[config.mk]
export PLATFORM = sky130hd
export DESIGN_NAME = base64_stream_encoder_unit
export DESIGN_NICKNAME = d
export VERILOG_FILES = /design/src/rtl/b64e_pkg.sv /design/src/rtl/b64e_front.sv /design/src/rtl/b64e_queue.sv /design/src/rtl/b64e_back.sv /design/src/rtl/base64_stream_encoder_unit.sv
export SDC_FILE = /design/constraint.sdc
export NUM_CORES = 1
export LEC_CHECK = 0
export BUFFER_PORTS_ARGS = -buffer_cell sky130_fd_sc_hd__buf_4
export CAP_MARGIN = 0
export CORE_ASPECT_RATIO = 0.7
export CORE_UTILIZATION = 40
export DETAILED_ROUTE_END_ITERATION = 8
export PLACE_DENSITY = 0.66
export SKIP_LAST_GASP = 1
export SLEW_MARGIN = 20
export SYNTH_ARGS = -nofsm -noshare
export SYNTH_HDL_FRONTEND = slang
export SYNTH_SLANG_ARGS = --single-unit
export TNS_END_PERCENT = 100
[constraint.sdc]
create_clock -name clk -period 3.44 [get_ports clk]
set_clock_uncertainty 0.2 [all_clocks]
set_input_delay 0.172 -clock clk [delete_from_list [all_inputs] [get_ports clk]]
set_output_delay 0.172 -clock clk [all_outputs]
set_load 0.02 [all_outputs]
[src/rtl/b64e_pkg.sv]
// shared types, constants and the character lookup for the base64 stream encoder
`default_nettype none

package b64e_pkg;

  localparam int unsigned BYTE_W   = 8;
  localparam int unsigned GROUP_W  = 24;
  localparam int unsigned SEXTET_W = 6;

  localparam logic [BYTE_W-1:0] PAD_CHAR = 8'h3D;

  localparam logic [1:0] CNT_ZERO = 2'd0;
  localparam logic [1:0] CNT_ONE  = 2'd1;
  localparam logic [1:0] CNT_TWO  = 2'd2;

  localparam logic [1:0] POS_FIRST  = 2'd0;
  localparam logic [1:0] POS_SECOND = 2'd1;
  localparam logic [1:0] POS_THIRD  = 2'd2;
  localparam logic [1:0] POS_FOURTH = 2'd3;

  // one gathered group of one to three bytes, left aligned
  typedef struct packed {
    logic [GROUP_W-1:0] bits;
    logic [1:0]         have;
    logic               last;
  } group_t;

  function automatic logic [BYTE_W-1:0] b64_char(input logic [SEXTET_W-1:0] v);
    logic [BYTE_W-1:0] c;
    if (v < 6'd26) begin
      c = 8'h41 + {2'b00, v};
    end else if (v < 6'd52) begin
      c = 8'h61 + {2'b00, v - 6'd26};
    end else if (v < 6'd62) begin
      c = 8'h30 + {2'b00, v - 6'd52};
    end else if (v == 6'd62) begin
      c = 8'h2B;
    end else begin
      c = 8'h2F;
    end
    return c;
  endfunction

endpackage

`default_nettype wire

[src/rtl/b64e_front.sv]
// front part: gathers raw bytes into groups and hands finished groups on
`default_nettype none

module b64e_front import b64e_pkg::*; (
  input  wire logic              clk,
  input  wire logic              rst,
  input  wire logic              in_valid,
  output logic                   in_ready,
  input  wire logic [BYTE_W-1:0] in_byte,
  input  wire logic              in_final,
  output logic                   push_valid,
  output group_t                 push_item,
  input  wire logic              push_ready
);

  logic [15:0] pending;
  logic [1:0]  cnt;
  logic        take;
  logic        closes;

  assign in_ready = push_ready;
  assign take     = in_valid && in_ready;
  assign closes   = (cnt == CNT_TWO) || in_final;

  always_comb begin
    push_valid     = take && closes;
    push_item.last = in_final;
    case (cnt)
      CNT_ZERO: begin
        push_item.bits = {in_byte, 16'h0000};
        push_item.have = 2'd1;
      end
      CNT_ONE: begin
        push_item.bits = {pending[15:8], in_byte, 8'h00};
        push_item.have = 2'd2;
      end
      default: begin
        push_item.bits = {pending, in_byte};
        push_item.have = 2'd3;
      end
    endcase
  end

  always_ff @(posedge clk) begin
    if (rst) begin
      cnt <= CNT_ZERO;
    end else if (take) begin
      if (closes) begin
        cnt <= CNT_ZERO;
      end else begin
        cnt <= cnt + 2'd1;
      end
    end
  end

  always_ff @(posedge clk) begin
    if (take && !closes) begin
      if (cnt == CNT_ZERO) begin
        pending <= {in_byte, 8'h00};
      end else begin
        pending <= {pending[15:8], in_byte};
      end
    end
  end

endmodule

`default_nettype wire

[src/rtl/b64e_queue.sv]
// short queue of gathered groups between the front and back parts
`default_nettype none

module b64e_queue import b64e_pkg::*; #(
  parameter int unsigned DEPTH = 2
) (
  input  wire logic clk,
  input  wire logic rst,
  input  wire logic push_valid,
  input  group_t    push_item,
  output logic      push_ready,
  output logic      pop_valid,
  output group_t    pop_item,
  input  wire logic pop_ready
);

  localparam int unsigned PTR_W = (DEPTH > 1) ? $clog2(DEPTH) : 1;
  localparam int unsigned CNT_W = $clog2(DEPTH + 1);

  group_t             slots [DEPTH];
  logic [PTR_W-1:0]   wr_ptr;
  logic [PTR_W-1:0]   rd_ptr;
  logic [CNT_W-1:0]   count;
  logic               do_push;
  logic               do_pop;

  assign push_ready = (count != CNT_W'(DEPTH));
  assign pop_valid  = (count != '0);
  assign pop_item   = slots[rd_ptr];
  assign do_push    = push_valid && push_ready;
  assign do_pop     = pop_valid && pop_ready;

  always_ff @(posedge clk) begin
    if (rst) begin
      wr_ptr <= '0;
      rd_ptr <= '0;
      count  <= '0;
    end else begin
      if (do_push) begin
        wr_ptr <= (wr_ptr == PTR_W'(DEPTH - 1)) ? '0 : wr_ptr + PTR_W'(1);
      end
      if (do_pop) begin
        rd_ptr <= (rd_ptr == PTR_W'(DEPTH - 1)) ? '0 : rd_ptr + PTR_W'(1);
      end
      if (do_push && !do_pop) begin
        count <= count + CNT_W'(1);
      end else if (do_pop && !do_push) begin
        count <= count - CNT_W'(1);
      end
    end
  end

  always_ff @(posedge clk) begin
    if (do_push) begin
      slots[wr_ptr] <= push_item;
    end
  end

endmodule

`default_nettype wire

[src/rtl/b64e_back.sv]
// back part: turns one group into four characters, one per cycle while the output is not stalled
`default_nettype none

module b64e_back import b64e_pkg::*; (
  input  wire logic               clk,
  input  wire logic               rst,
  input  wire logic               pop_valid,
  input  group_t                  pop_item,
  output logic                    pop_ready,
  output logic                    out_valid,
  input  wire logic               out_ready,
  output logic [BYTE_W-1:0]       out_char,
  output logic                    out_last
);

  group_t                cur;
  logic                  busy;
  logic [1:0]            idx;
  logic                  adv;
  logic                  at_end;
  logic [SEXTET_W-1:0]   sextet;
  logic [BYTE_W-1:0]     ch;

  assign adv       = !out_valid || out_ready;
  assign at_end    = adv && (idx == POS_FOURTH);
  assign pop_ready = !busy || at_end;

  always_comb begin
    case (idx)
      POS_FIRST:  sextet = cur.bits[23:18];
      POS_SECOND: sextet = cur.bits[17:12];
      POS_THIRD:  sextet = cur.bits[11:6];
      default:    sextet = cur.bits[5:0];
    endcase
    // positions past the bytes present become padding
    ch = (idx > cur.have) ? PAD_CHAR : b64_char(sextet);
  end

  // idx wraps back to the first position at the end of a group, so it is
  // already there whenever a new group is taken
  always_ff @(posedge clk) begin
    if (rst) begin
      busy      <= 1'b0;
      idx       <= POS_FIRST;
      out_valid <= 1'b0;
    end else begin
      if (adv) begin
        out_valid <= busy;
        if (busy) begin
          idx <= idx + 2'd1;
        end
      end
      if (pop_valid && pop_ready) begin
        busy <= 1'b1;
      end else if (busy && at_end) begin
        busy <= 1'b0;
      end
    end
  end

  always_ff @(posedge clk) begin
    if (pop_valid && pop_ready) begin
      cur <= pop_item;
    end
    if (adv && busy) begin
      out_char <= ch;
      out_last <= cur.last && (idx == POS_FOURTH);
    end
  end

endmodule

`default_nettype wire

[src/rtl/base64_stream_encoder_unit.sv]
// path: a group passes the queue slot, the group register and the character output register
// throughput: one byte request per cycle while the queue has room, one character per cycle
// out while the output is not stalled; a group of three bytes gives four characters
// groups of one or two bytes also give four characters (padding characters)
// reset: synchronous, clears the pending count, the queue pointers and the output valid
`default_nettype none

module base64_stream_encoder_unit import b64e_pkg::*; #(
  parameter int unsigned QUEUE_DEPTH = 2
) (
  input  wire logic        clk,
  input  wire logic        rst,
  input  wire logic        s_tvalid,
  output logic             s_tready,
  input  wire logic [7:0]  s_tdata,   // [7:0] data_byte
  input  wire logic        s_tlast,   // final_byte
  output logic             m_tvalid,
  input  wire logic        m_tready,
  output logic [7:0]       m_tdata,   // [7:0] out_char
  output logic             m_tlast    // out_last
);

  logic   push_valid;
  logic   push_ready;
  group_t push_item;
  logic   pop_valid;
  logic   pop_ready;
  group_t pop_item;

  b64e_front u_front (
    .clk        (clk),
    .rst        (rst),
    .in_valid   (s_tvalid),
    .in_ready   (s_tready),
    .in_byte    (s_tdata),
    .in_final   (s_tlast),
    .push_valid (push_valid),
    .push_item  (push_item),
    .push_ready (push_ready)
  );

  b64e_queue #(
    .DEPTH (QUEUE_DEPTH)
  ) u_queue (
    .clk        (clk),
    .rst        (rst),
    .push_valid (push_valid),
    .push_item  (push_item),
    .push_ready (push_ready),
    .pop_valid  (pop_valid),
    .pop_item   (pop_item),
    .pop_ready  (pop_ready)
  );

  b64e_back u_back (
    .clk       (clk),
    .rst       (rst),
    .pop_valid (pop_valid),
    .pop_item  (pop_item),
    .pop_ready (pop_ready),
    .out_valid (m_tvalid),
    .out_ready (m_tready),
    .out_char  (m_tdata),
    .out_last  (m_tlast)
  );

endmodule

`default_nettype wire

==> impl_metrics.py, run 1 <==
metrics = {
    "sta": {
        "whs_ps": 263,
        "min_period_ps": 3210,
        "setup_viol": 0,
        "hold_viol": 0,
        "tightestPinTransition_ps": 860,
        "period_share_pct": 93.2,
        "slew_headroom_pct": 42.5,
        "fin_tns_setup_ps": 0,
        "rsz0062_at_grt": "false",
        "max_freq_mhz": 312,
        "drv_slew": 0,
    },
    "layout": {
        "layoutNonFillerInstCount": 584,
        "drive_gt1_share_pct": 26.3,
        "final_common_cell": "edfxtp_1",
        "synthToLayoutAreaGrowth_pct": 22.2,
        "design_area_sq_um": 6310,
        "antenna_cells": 0,
        "num-nets-final": 442,
        "layout_common_cells": "edfxtp_1, buf_4, mux2_2, ha_1, inv_1",
    },
    "grt": {
        "grt_pass1_vias": 3004,
        "overflow": 0,
        "grt_first_pass_wirelength_mm": 16.0,
        "grt_usage_pct": 16.2,
        "grt_max_degree": 29,
        "grt_antenna_before_repair": 0,
    },
    "yosys": {
        "synth.cell_area_sq_um": 5170,
        "ys_seq_area_share_pct": 65.5,
        "ys_ff_latch": 116,
        "synth_area_per_cell_sq_um": 14.7,
        "synthTopCellsByArea": "edfxtp_1, mux2_2, ha_1",
        "ys.flop_type": "edfxtp_1",
        "yosysTopAreaCell": "edfxtp_1",
        "synth_edf_count": 106,
        "syn_inst": 352,
        "synth_top_area_share_pct": 61.6,
        "ys_warn_count": 0,
        "syn_nets": 385,
        "async_flop_share_pct": 0,
        "synth.distinct_cells": 48,
    },
    "status": {
        "outcome": "finished clean",
    },
    "power": {
        "swShare_pct": 34.7,
        "clkPwrFrac_pct": 28.0,
        "irDropWorstVdd_mv": 0.493,
        "p_per_area_nw_per_um2": 973,
        "comb_power_share_pct": 37.9,
        "power.internal_mw": 4.02,
        "power_switching_mw": 2.13,
        "p_seq_share_pct": 34.1,
        "finalPower_mw": 6.15,
        "leakage_nw": 2.29,
    },
    "routing": {
        "via_per_inst": 5.11,
        "vias": 2985,
        "drc_errors": 0,
        "routedWlPerCell_um": 16.7,
        "wl_mm": 9.75,
        "firstDrtPassIters": 4,
        "ant_nets": 0,
        "drtIter0Drc": 242,
    },
    "clock_network": {
        "cts_buffer_depth": 2,
        "cts_sinks": 116,
        "htreeDepth": 4,
        "cts_tree": "yes",
        "clock_latency_ps": 400,
        "clk_pin_slew_ps": 50,
        "root_buffer": "clkbuf_16",
        "cts-buffers-inserted": 17,
    },
    "critical_path": {
        "cp.required_ps": 3470,
        "crit_type": "reg2reg",
        "cp_slowest_cell": "a222oi_1",
        "path_cells": "inv_1, ha_1, a222oi_1, mux2i_4, ha_1, nand2b_1, inv_1, a21boi_0, o21ai_0, and3_1, o31ai_1",
        "crit_path_end_kind": "flip-flop",
        "cpPeakStageDelay_ps": 530,
        "path_delay_family": "compound AO/OA/AOI/OAI gates",
        "cp_num_buf_inv": 2,
        "crit_fanout": 7,
        "startpoint_type": "flip-flop",
        "crit_arrival_ps": 3240,
    },
    "die": {
        "initial_core_util_pct": 41.3,
        "core_area_sq_um": 12500,
        "die_w_um": 138,
        "num_rows": 34,
        "io_pins": 24,
        "dieArea_sq_um": 13400,
        "fp.dieH_um": 97.1,
    },
    "flow_run": {
        "cap_violations": 0,
    },
    "worst_hold_path": {
        "hp-class": "reg2reg",
    },
    "placement": {
        "place_congestion": 0.819,
        "port_buffers": 23,
        "post-place-cells": 537,
        "post_dp_cell_area_sq_um": 5580,
        "dp_hpwl_mm": 6.48,
    },
}
## flip-flops by register name, indices dropped and copies added, names as in the netlist
register / count
u_queue.wr_ptr: 1
u_back.idx: 2
u_front.cnt: 2
u_front.pending: 16
u_queue.count: 2
u_queue.rd_ptr: 1
u_back.cur: 27
u_back.out_last: 1
u_back.out_char: 8
u_back.out_valid: 1
u_queue.slots: 54
u_back.busy: 1
## layout make-up
| class | count | area, sq um |
|---|---|---|
| flip-flops and latches | 116 | 3380 |
| fillers | 1064 | 6190 |
| clock inverters | 14 | 153 |
| inverters | 22 | 82.6 |
| repair buffers | 48 | 390 |
| clock buffers | 18 | 429 |
| well taps | 162 | 203 |
| multi-input cells | 204 | 1670 |
## power by group through the flow
stage | registers, mW | clock network [mW] | logic (mW)
global placement | 2.13 | 0 | 2.26
detailed placement | 2.13 | 0 | 2.24
global route | 2.13 | 1.82 | 2.56
CTS | 2.10 | 1.75 | 2.27
floorplan | 2.17 | 0 | 1.56
finish | 2.10 | 1.72 | 2.33
## kinds of logic (layout without fill, tap and decap cells)
kind of cell	Yosys count	count (layout)	synth area share (%)
mux	31	31	7.00
fa+ha+maj	20	20	4.84
flops	116	116	65.5
compound gates	73	73	11.5
simple gates	68	68	6.73
buf+inv	32	102	2.40
xor+xnor	12	12	2.03
## tightest hold or removal path, cell delays in order, from the launching register on
cell and delay (ps):
dfxtp_1 320, inv_1 50, a21oi_1 50
## synth_stat cells, drive strengths merged, types with 6 or more instances
| master | count |
|---|---|
| inv | 22 |
| nor2 | 17 |
| edfxtp | 106 |
| nand2 | 13 |
| o21ai | 12 |
| clkbuf | 7 |
| a22o | 17 |
| nor3 | 6 |
| dfxtp | 10 |
| nand2b | 6 |
| nor2b | 9 |
| mux2 | 28 |
| a22oi | 8 |
| a21oi | 15 |
| ha | 20 |
| xnor2 | 10 |
| and2 | 11 |
## path summary, 6_finish.rpt
| check | start | endpoint | slack [ps] | cells past startpoint |
|---|---|---|---|---|
| setup / recovery | u_back.idx[0]$_SDFFE_PP0P_ | u_back.out_char[4]$_SDFFCE_PN1P_ | 230 | 11 |
| setup reg to reg | u_back.idx[0]$_SDFFE_PP0P_ | u_back.out_char[4]$_SDFFCE_PN1P_ | 230 | 11 |
| hold / removal | u_back.busy$_SDFFE_PP0P_ | u_back.out_valid$_SDFFE_PP0N_ | 260 | 2 |
| hold reg to reg | u_back.busy$_SDFFE_PP0P_ | u_back.out_valid$_SDFFE_PP0N_ | 260 | 2 |
## stage by stage
step	utilization (%)	setup WS, ps
4_1_cts	50.2	151
3_3_place_gp	44.6	356
2_1_floorplan	-	69.6
3_5_place_dp	44.6	165
5_1_grt	50.5	29.5
6_report	50.5	235
## per-layer routing
metal / routed length, um / vias to the layer above / GRT usage (%)
li1: - / 1450 / -
met1: 4930 / 1446 / 23.1
met2: 4310 / 73 / 23.5
met3: 353 / 16 / 4.54
met4: 162 / 0 / 6.02
met5: 0 / - / 0
## timing repair
action / 4_1_cts / 5_1_grt
hold buffers: 12 / 0
gates resized for setup: 0 / 1
setup endpoints to repair: 0 / 1
buffers inserted: 0 / 3
endpoints found under the hold margin: 76 / 0
Power figures use the tool's default switching activity.
==> run 2: changes to the inputs <==
BUFFER_PORTS_ARGS = unset   (was -buffer_cell sky130_fd_sc_hd__buf_4)
DONT_BUFFER_PORTS = 1   (was unset)
PLACE_DENSITY = 0.64   (was 0.66)
==> run 2 against run 1 <==
Cell count shrank 3.9%; worst hold slack better by 4.5 ps; via count decreased by 3.4%; sequential power grew 4%; register-to-register slack better by 110 ps; die area unchanged; combinational power is 8% lower; sequential cell count did not move; sequential share of layout area rose by 1.6 points; maximum frequency grew 3.5%; clock power about the same; design area fell by 2.8%; critical endpoint unchanged; largest cell class unchanged.
==> impl_metrics.py, run 2 (synthesis gave the netlist of run 1 again) <==
metrics = {
    "status": {
        "outcome": "finished clean",
    },
    "clock_network": {
        "cts_buffer_depth": 2,
        "cts-buffers-inserted": 17,
        "cts_tree": "yes",
        "clk_pin_slew_ps": 50,
        "htreeDepth": 4,
        "clock_latency_ps": 400,
        "cts_sinks": 116,
        "ctsResizeCount": 0,
        "root_buffer": "clkbuf_16",
    },
    "layout": {
        "largest-register": "u_queue.slots",
        "fillers": 1071,
        "multi_input_area_sq_um": 1660,
        "largest_reg_flops": 54,
        "antenna_cells": 0,
        "num-nets-final": 419,
        "fin_util_pct": 49.0,
        "regArea_sq_um": 3380,
        "drive_gt1_share_pct": 22.1,
        "reg.largest.list": "u_queue.slots (54), u_back.cur (27), u_front.pending (16)",
        "final_common_cell": "edfxtp_1",
        "layout_common_cells": "edfxtp_1, mux2_2, ha_1, inv_1",
        "synthToLayoutAreaGrowth_pct": 18.7,
    },
    "worst_hold_path": {
        "hp-start": "u_back.busy$_SDFFE_PP0P_",
        "hold-path-endpoint": "u_back.out_valid$_SDFFE_PP0N_",
        "hp-class": "reg2reg",
        "holdPathStages": 2,
    },
    "routing": {
        "via_per_inst": 5.14,
        "routedWlPerCell_um": 17.0,
        "firstDrtPassIters": 5,
        "drtIter0Drc": 167,
        "ant_nets": 0,
        "vias": 2885,
        "drc_errors": 0,
        "wl_mm": 9.56,
    },
    "critical_path": {
        "cpPeakStageDelay_ps": 440,
        "rr_endpoint": "u_back.out_char[4]$_SDFFCE_PN1P_",
        "crit_arrival_ps": 3040,
        "r2r_start": "u_back.idx[0]$_SDFFE_PP0P_",
        "startpoint_type": "flip-flop",
        "ff2ff_path_depth": 13,
        "cp_slowest_cell": "a222oi_1",
        "crit_fanout": 6,
        "path_cells": "inv_1, ha_1, a222oi_1, mux2i_2, buf_4, inv_2, ha_1, nand2b_1, inv_1, a21boi_0, o21ai_0, and3_1, o31ai_1",
        "regToRegSetupSlack_ps": 340,
        "crit_path_end_kind": "flip-flop",
        "cp.required_ps": 3380,
        "cp_num_buf_inv": 4,
        "crit_type": "reg2reg",
        "path_delay_family": "compound AO/OA/AOI/OAI gates",
    },
    "sta": {
        "slew_headroom_pct": 46.6,
        "hold_viol": 0,
        "setup_viol": 0,
        "tightestPinTransition_ps": 798,
        "min_period_ps": 3100,
        "drv_slew": 0,
        "fin_tns_setup_ps": 0,
        "rsz0062_at_grt": "false",
        "period_share_pct": 90.1,
        "max_freq_mhz": 323,
    },
    "placement": {
        "port_buffers": 0,
        "dp_hpwl_mm": 6.37,
        "place_congestion": 0.877,
    },
    "die": {
        "initial_core_util_pct": 41.3,
        "die_w_um": 138,
        "fp.dieH_um": 97.1,
        "num_rows": 34,
        "core_area_sq_um": 12500,
        "dieArea_sq_um": 13400,
        "io_pins": 24,
    },
    "power": {
        "p_per_area_nw_per_um2": 986,
        "leakage_nw": 2.18,
        "irDropWorstVdd_mv": 0.440,
        "finalPower_mw": 6.05,
    },
    "flow_run": {
        "cap_violations": 0,
    },
    "grt": {
        "grt_antenna_before_repair": 0,
        "grt_max_degree": 29,
        "grt_usage_pct": 15.9,
        "grt_use_met1_pct": 23.6,
        "grt_use_met2_pct": 22.0,
        "overflow": 0,
        "met3_usage_pct": 3.81,
        "grt_busiest_layer": "met1",
        "grt_first_pass_wirelength_mm": 15.4,
        "grt_pass1_vias": 2843,
    },
}
-- run 2: cell types whose count changed in the layout (fill, tap and decap cells not counted), sizes merged --
cell	change
inv	-1
clkbuf	+1
clkinv	+1
clkinvlp	-1
buf	-23
-- run 2: area by class of cell --
type	count	share of cell area, %
inverter	22	1.35
clock inverter	13	2.47
tap	162	3.30
clock buffer	19	7.06
timing repair buffer	25	3.55
multi-input combinational	204	27.1
sequential	116	55.1
-- run 2: how the worst max path moves through the flow --
stage                                  start                          endpoint  slack, ps  cells after the start
2_1_floorplan  u_queue.count[0]$_SDFFE_PP0P_     u_queue.slots[0][0]$_DFFE_PP_         70                      3
3_3_place_gp      u_back.idx[1]$_SDFFE_PP0P_  u_back.out_char[7]$_SDFFCE_PN0P_        350                      9
3_5_place_dp      u_back.idx[0]$_SDFFE_PP0P_  u_back.out_char[4]$_SDFFCE_PN1P_        400                     11
4_1_cts           u_back.idx[0]$_SDFFE_PP0P_  u_back.out_char[4]$_SDFFCE_PN1P_        360                     11
5_1_grt           u_back.idx[0]$_SDFFE_PP0P_  u_back.out_char[4]$_SDFFCE_PN1P_          7                     11
6_report          u_back.idx[0]$_SDFFE_PP0P_  u_back.out_char[4]$_SDFFCE_PN1P_        340                     13
-- run 2: report_power, final --
group          switching, mW  internal (mW)
clock                  0.643           1.08
sequential             0.184           2.00
combinational           1.26          0.885
total                   2.09           3.96
-- run 2: worst reg2reg max path, cell delays in order (launching register included) --
cell	delay, ps
dfxtp_1	390
inv_1	130
ha_1	300
a222oi_1	440
mux2i_2	200
buf_4	180
inv_2	50
ha_1	200
nand2b_1	110
inv_1	100
a21boi_0	80
o21ai_0	210
and3_1	180
o31ai_1	70
-- run 2: repair_timing --
| action | in CTS | in global routing |
|---|---|---|
| setup endpoints to repair | 0 | 1 |
| endpoints found under the hold margin | 86 | 0 |
| setup buffers | 0 | 2 |
| hold buffers | 12 | 0 |
-- run 2: metrics by stage --
step	cells	worst slack (ps)	hold slack, ps	cell area (sq um)
2_1_floorplan	352	69.6	70.9	5170
3_3_place_gp	515	349	42.6	5420
3_5_place_dp	515	401	44.5	5420
4_1_cts	559	364	273	6120
5_1_grt	561	6.58	307	6130
6_report	561	342	268	6130
-- run 2: layer usage --
layer | vias to the layer above | part of all wire (%) | wire length [um]
met5 | - | 0 | 0
met4 | 0 | 1.2 | 118
met3 | 11 | 4.0 | 386
met2 | 75 | 43 | 4130
met1 | 1399 | 52 | 4930
li1 | 1400 | - | -
==> run 3: changes to the inputs <==
CTS_BUF_LIST = sky130_fd_sc_hd__clkbuf_2 sky130_fd_sc_hd__clkbuf_4 sky130_fd_sc_hd__clkbuf_8   (was unset)
clock period = 3.3 ns   (was 3.44 ns; I/O delays follow)
==> run 3 against run 2 <==
Routed wire length is 0.70% higher; largest cell class unchanged; global-route usage is 0.12 points lower; design area is 2.5% lower.
==> impl_metrics.py, run 3 (synthesis gave the netlist of run 1 again) <==
metrics = {
    "placement": {
        "post-place-cells": 517,
        "place_congestion": 0.872,
        "post_dp_cell_area_sq_um": 5440,
        "port_buffers": 0,
        "dp_hpwl_mm": 6.34,
    },
    "layout": {
        "reg.largest.list": "u_queue.slots (54), u_back.cur (27), u_front.pending (16)",
        "synthToLayoutAreaGrowth_pct": 15.8,
        "final_common_cell": "edfxtp_1",
        "largest_reg_flops": 54,
        "design_area_sq_um": 5980,
        "layoutNonFillerInstCount": 561,
        "antenna_cells": 0,
        "largest-register": "u_queue.slots",
        "drive_gt1_share_pct": 21.8,
        "layout_common_cells": "edfxtp_1, mux2_2, ha_1, inv_1",
        "num-nets-final": 419,
        "fin_util_pct": 47.8,
    },
    "sta": {
        "rsz0062_at_grt": "false",
        "setup_viol": 0,
        "whs_ps": 45.2,
        "slew_headroom_pct": 47.5,
        "max_freq_mhz": 319,
        "min_period_ps": 3140,
        "fin_tns_setup_ps": 0,
        "tightestPinTransition_ps": 785,
        "drv_slew": 0,
        "hold_viol": 0,
        "period_share_pct": 95.1,
    },
    "routing": {
        "wl_mm": 9.62,
        "ant_nets": 0,
        "routedWlPerCell_um": 17.2,
        "via_per_inst": 5.12,
        "drtIter0Drc": 158,
        "drc_errors": 0,
        "vias": 2872,
        "firstDrtPassIters": 5,
    },
    "critical_path": {
        "regToRegSetupSlack_ps": 160,
        "r2r_start": "u_back.idx[0]$_SDFFE_PP0P_",
        "path_delay_family": "compound AO/OA/AOI/OAI gates",
        "cp_num_buf_inv": 2,
        "endpoint": "u_back.out_char[4]$_SDFFCE_PN1P_",
        "cp_slowest_cell": "dfxtp_1",
        "crit_path_end_kind": "flip-flop",
        "ff2ff_path_depth": 11,
        "crit_start": "u_back.idx[0]$_SDFFE_PP0P_",
        "crit_type": "reg2reg",
        "crit_arrival_ps": 3170,
        "cp_num_cells": 11,
        "path_cells": "inv_1, ha_1, a222oi_1, mux2i_2, ha_1, nand2b_1, inv_1, a21boi_0, o21ai_0, and3_1, o31ai_1",
        "cp.required_ps": 3330,
        "crit_fanout": 6,
        "cpPeakStageDelay_ps": 400,
        "startpoint_type": "flip-flop",
        "rr_endpoint": "u_back.out_char[4]$_SDFFCE_PN1P_",
    },
    "clock_network": {
        "htreeDepth": 4,
        "cts-buffers-inserted": 17,
        "holdBufCountCts": 12,
        "cts_buffer_depth": 2,
        "cts_tree": "yes",
        "cts_sinks": 116,
        "clk_pin_slew_ps": 70,
        "ctsResizeCount": 0,
        "root_buffer": "clkbuf_8",
        "clock_latency_ps": 420,
        "cts_setup_buffers": 0,
    },
    "die": {
        "dieArea_sq_um": 13400,
        "die_w_um": 138,
        "fp.dieH_um": 97.1,
        "core_area_sq_um": 12500,
        "io_pins": 24,
        "num_rows": 34,
        "initial_core_util_pct": 41.3,
    },
    "power": {
        "p_per_area_nw_per_um2": 988,
        "leakage_nw": 2.12,
        "irDropWorstVdd_mv": 0.464,
    },
    "grt": {
        "grt_first_pass_wirelength_mm": 15.3,
        "grt_antenna_before_repair": 0,
        "grt_usage_pct": 15.7,
        "overflow": 0,
        "grt_pass1_vias": 2835,
        "grt_max_degree": 29,
    },
    "worst_hold_path": {
        "hp-class": "in2reg",
        "holdPathStages": 4,
    },
    "flow_run": {
        "cap_violations": 0,
    },
    "status": {
        "outcome": "finished clean",
    },
}
## run 3: where the power goes
group          total [mW]  switching, mW  internal [mW]
clock network        1.42          0.594          0.828
registers            2.27          0.187           2.08
logic                2.22           1.31          0.907
## run 3: area by class of cell
| cell class | count | area (sq um) |
|---|---|---|
| fill | 1082 | 6530 |
| sequential | 116 | 3380 |
| multi-input combinational | 204 | 1670 |
| clock buffer | 18 | 241 |
| timing repair buffer | 25 | 218 |
| tap | 162 | 203 |
| clock inverter | 14 | 183 |
| inverter | 22 | 82.6 |
## run 3: worst min path at each step
stage	startpoint	to	slack, ps
2_1_floorplan	s_tdata[2]	u_front.pending[10]$_DFFE_PP_	60
3_3_place_gp	rst	u_queue.count[1]$_SDFFE_PP0P_	40
3_5_place_dp	rst	u_back.out_valid$_SDFFE_PP0N_	40
4_1_cts	s_tlast	u_queue.wr_ptr$_SDFFE_PP0P_	7
5_1_grt	s_tlast	u_queue.wr_ptr$_SDFFE_PP0P_	30
6_report	s_tlast	u_queue.wr_ptr$_SDFFE_PP0P_	50
## run 3: routing by layer
metal	routed length (um)	global-route usage [%]
met2	4120	21.7
met3	415	5.69
met5	0	0
met4	93	5.02
met1	5000	22.8
## run 3: through the flow
stage | power [mW] | worst slack, ps
4_1_cts | 5.93 | 184
3_5_place_dp | 4.48 | 218
6_report | 5.91 | 162
2_1_floorplan | 3.88 | 467
5_1_grt | 6.28 | 13.5
3_3_place_gp | 4.44 | 357
## run 3: worst register-to-register path, stage by stage (launching register included)
cell and delay, ps:
dfxtp_1 400, inv_1 130, ha_1 300, a222oi_1 400, mux2i_2 210, ha_1 350
nand2b_1 160, inv_1 80, a21boi_0 150, o21ai_0 130, and3_1 180, o31ai_1 270
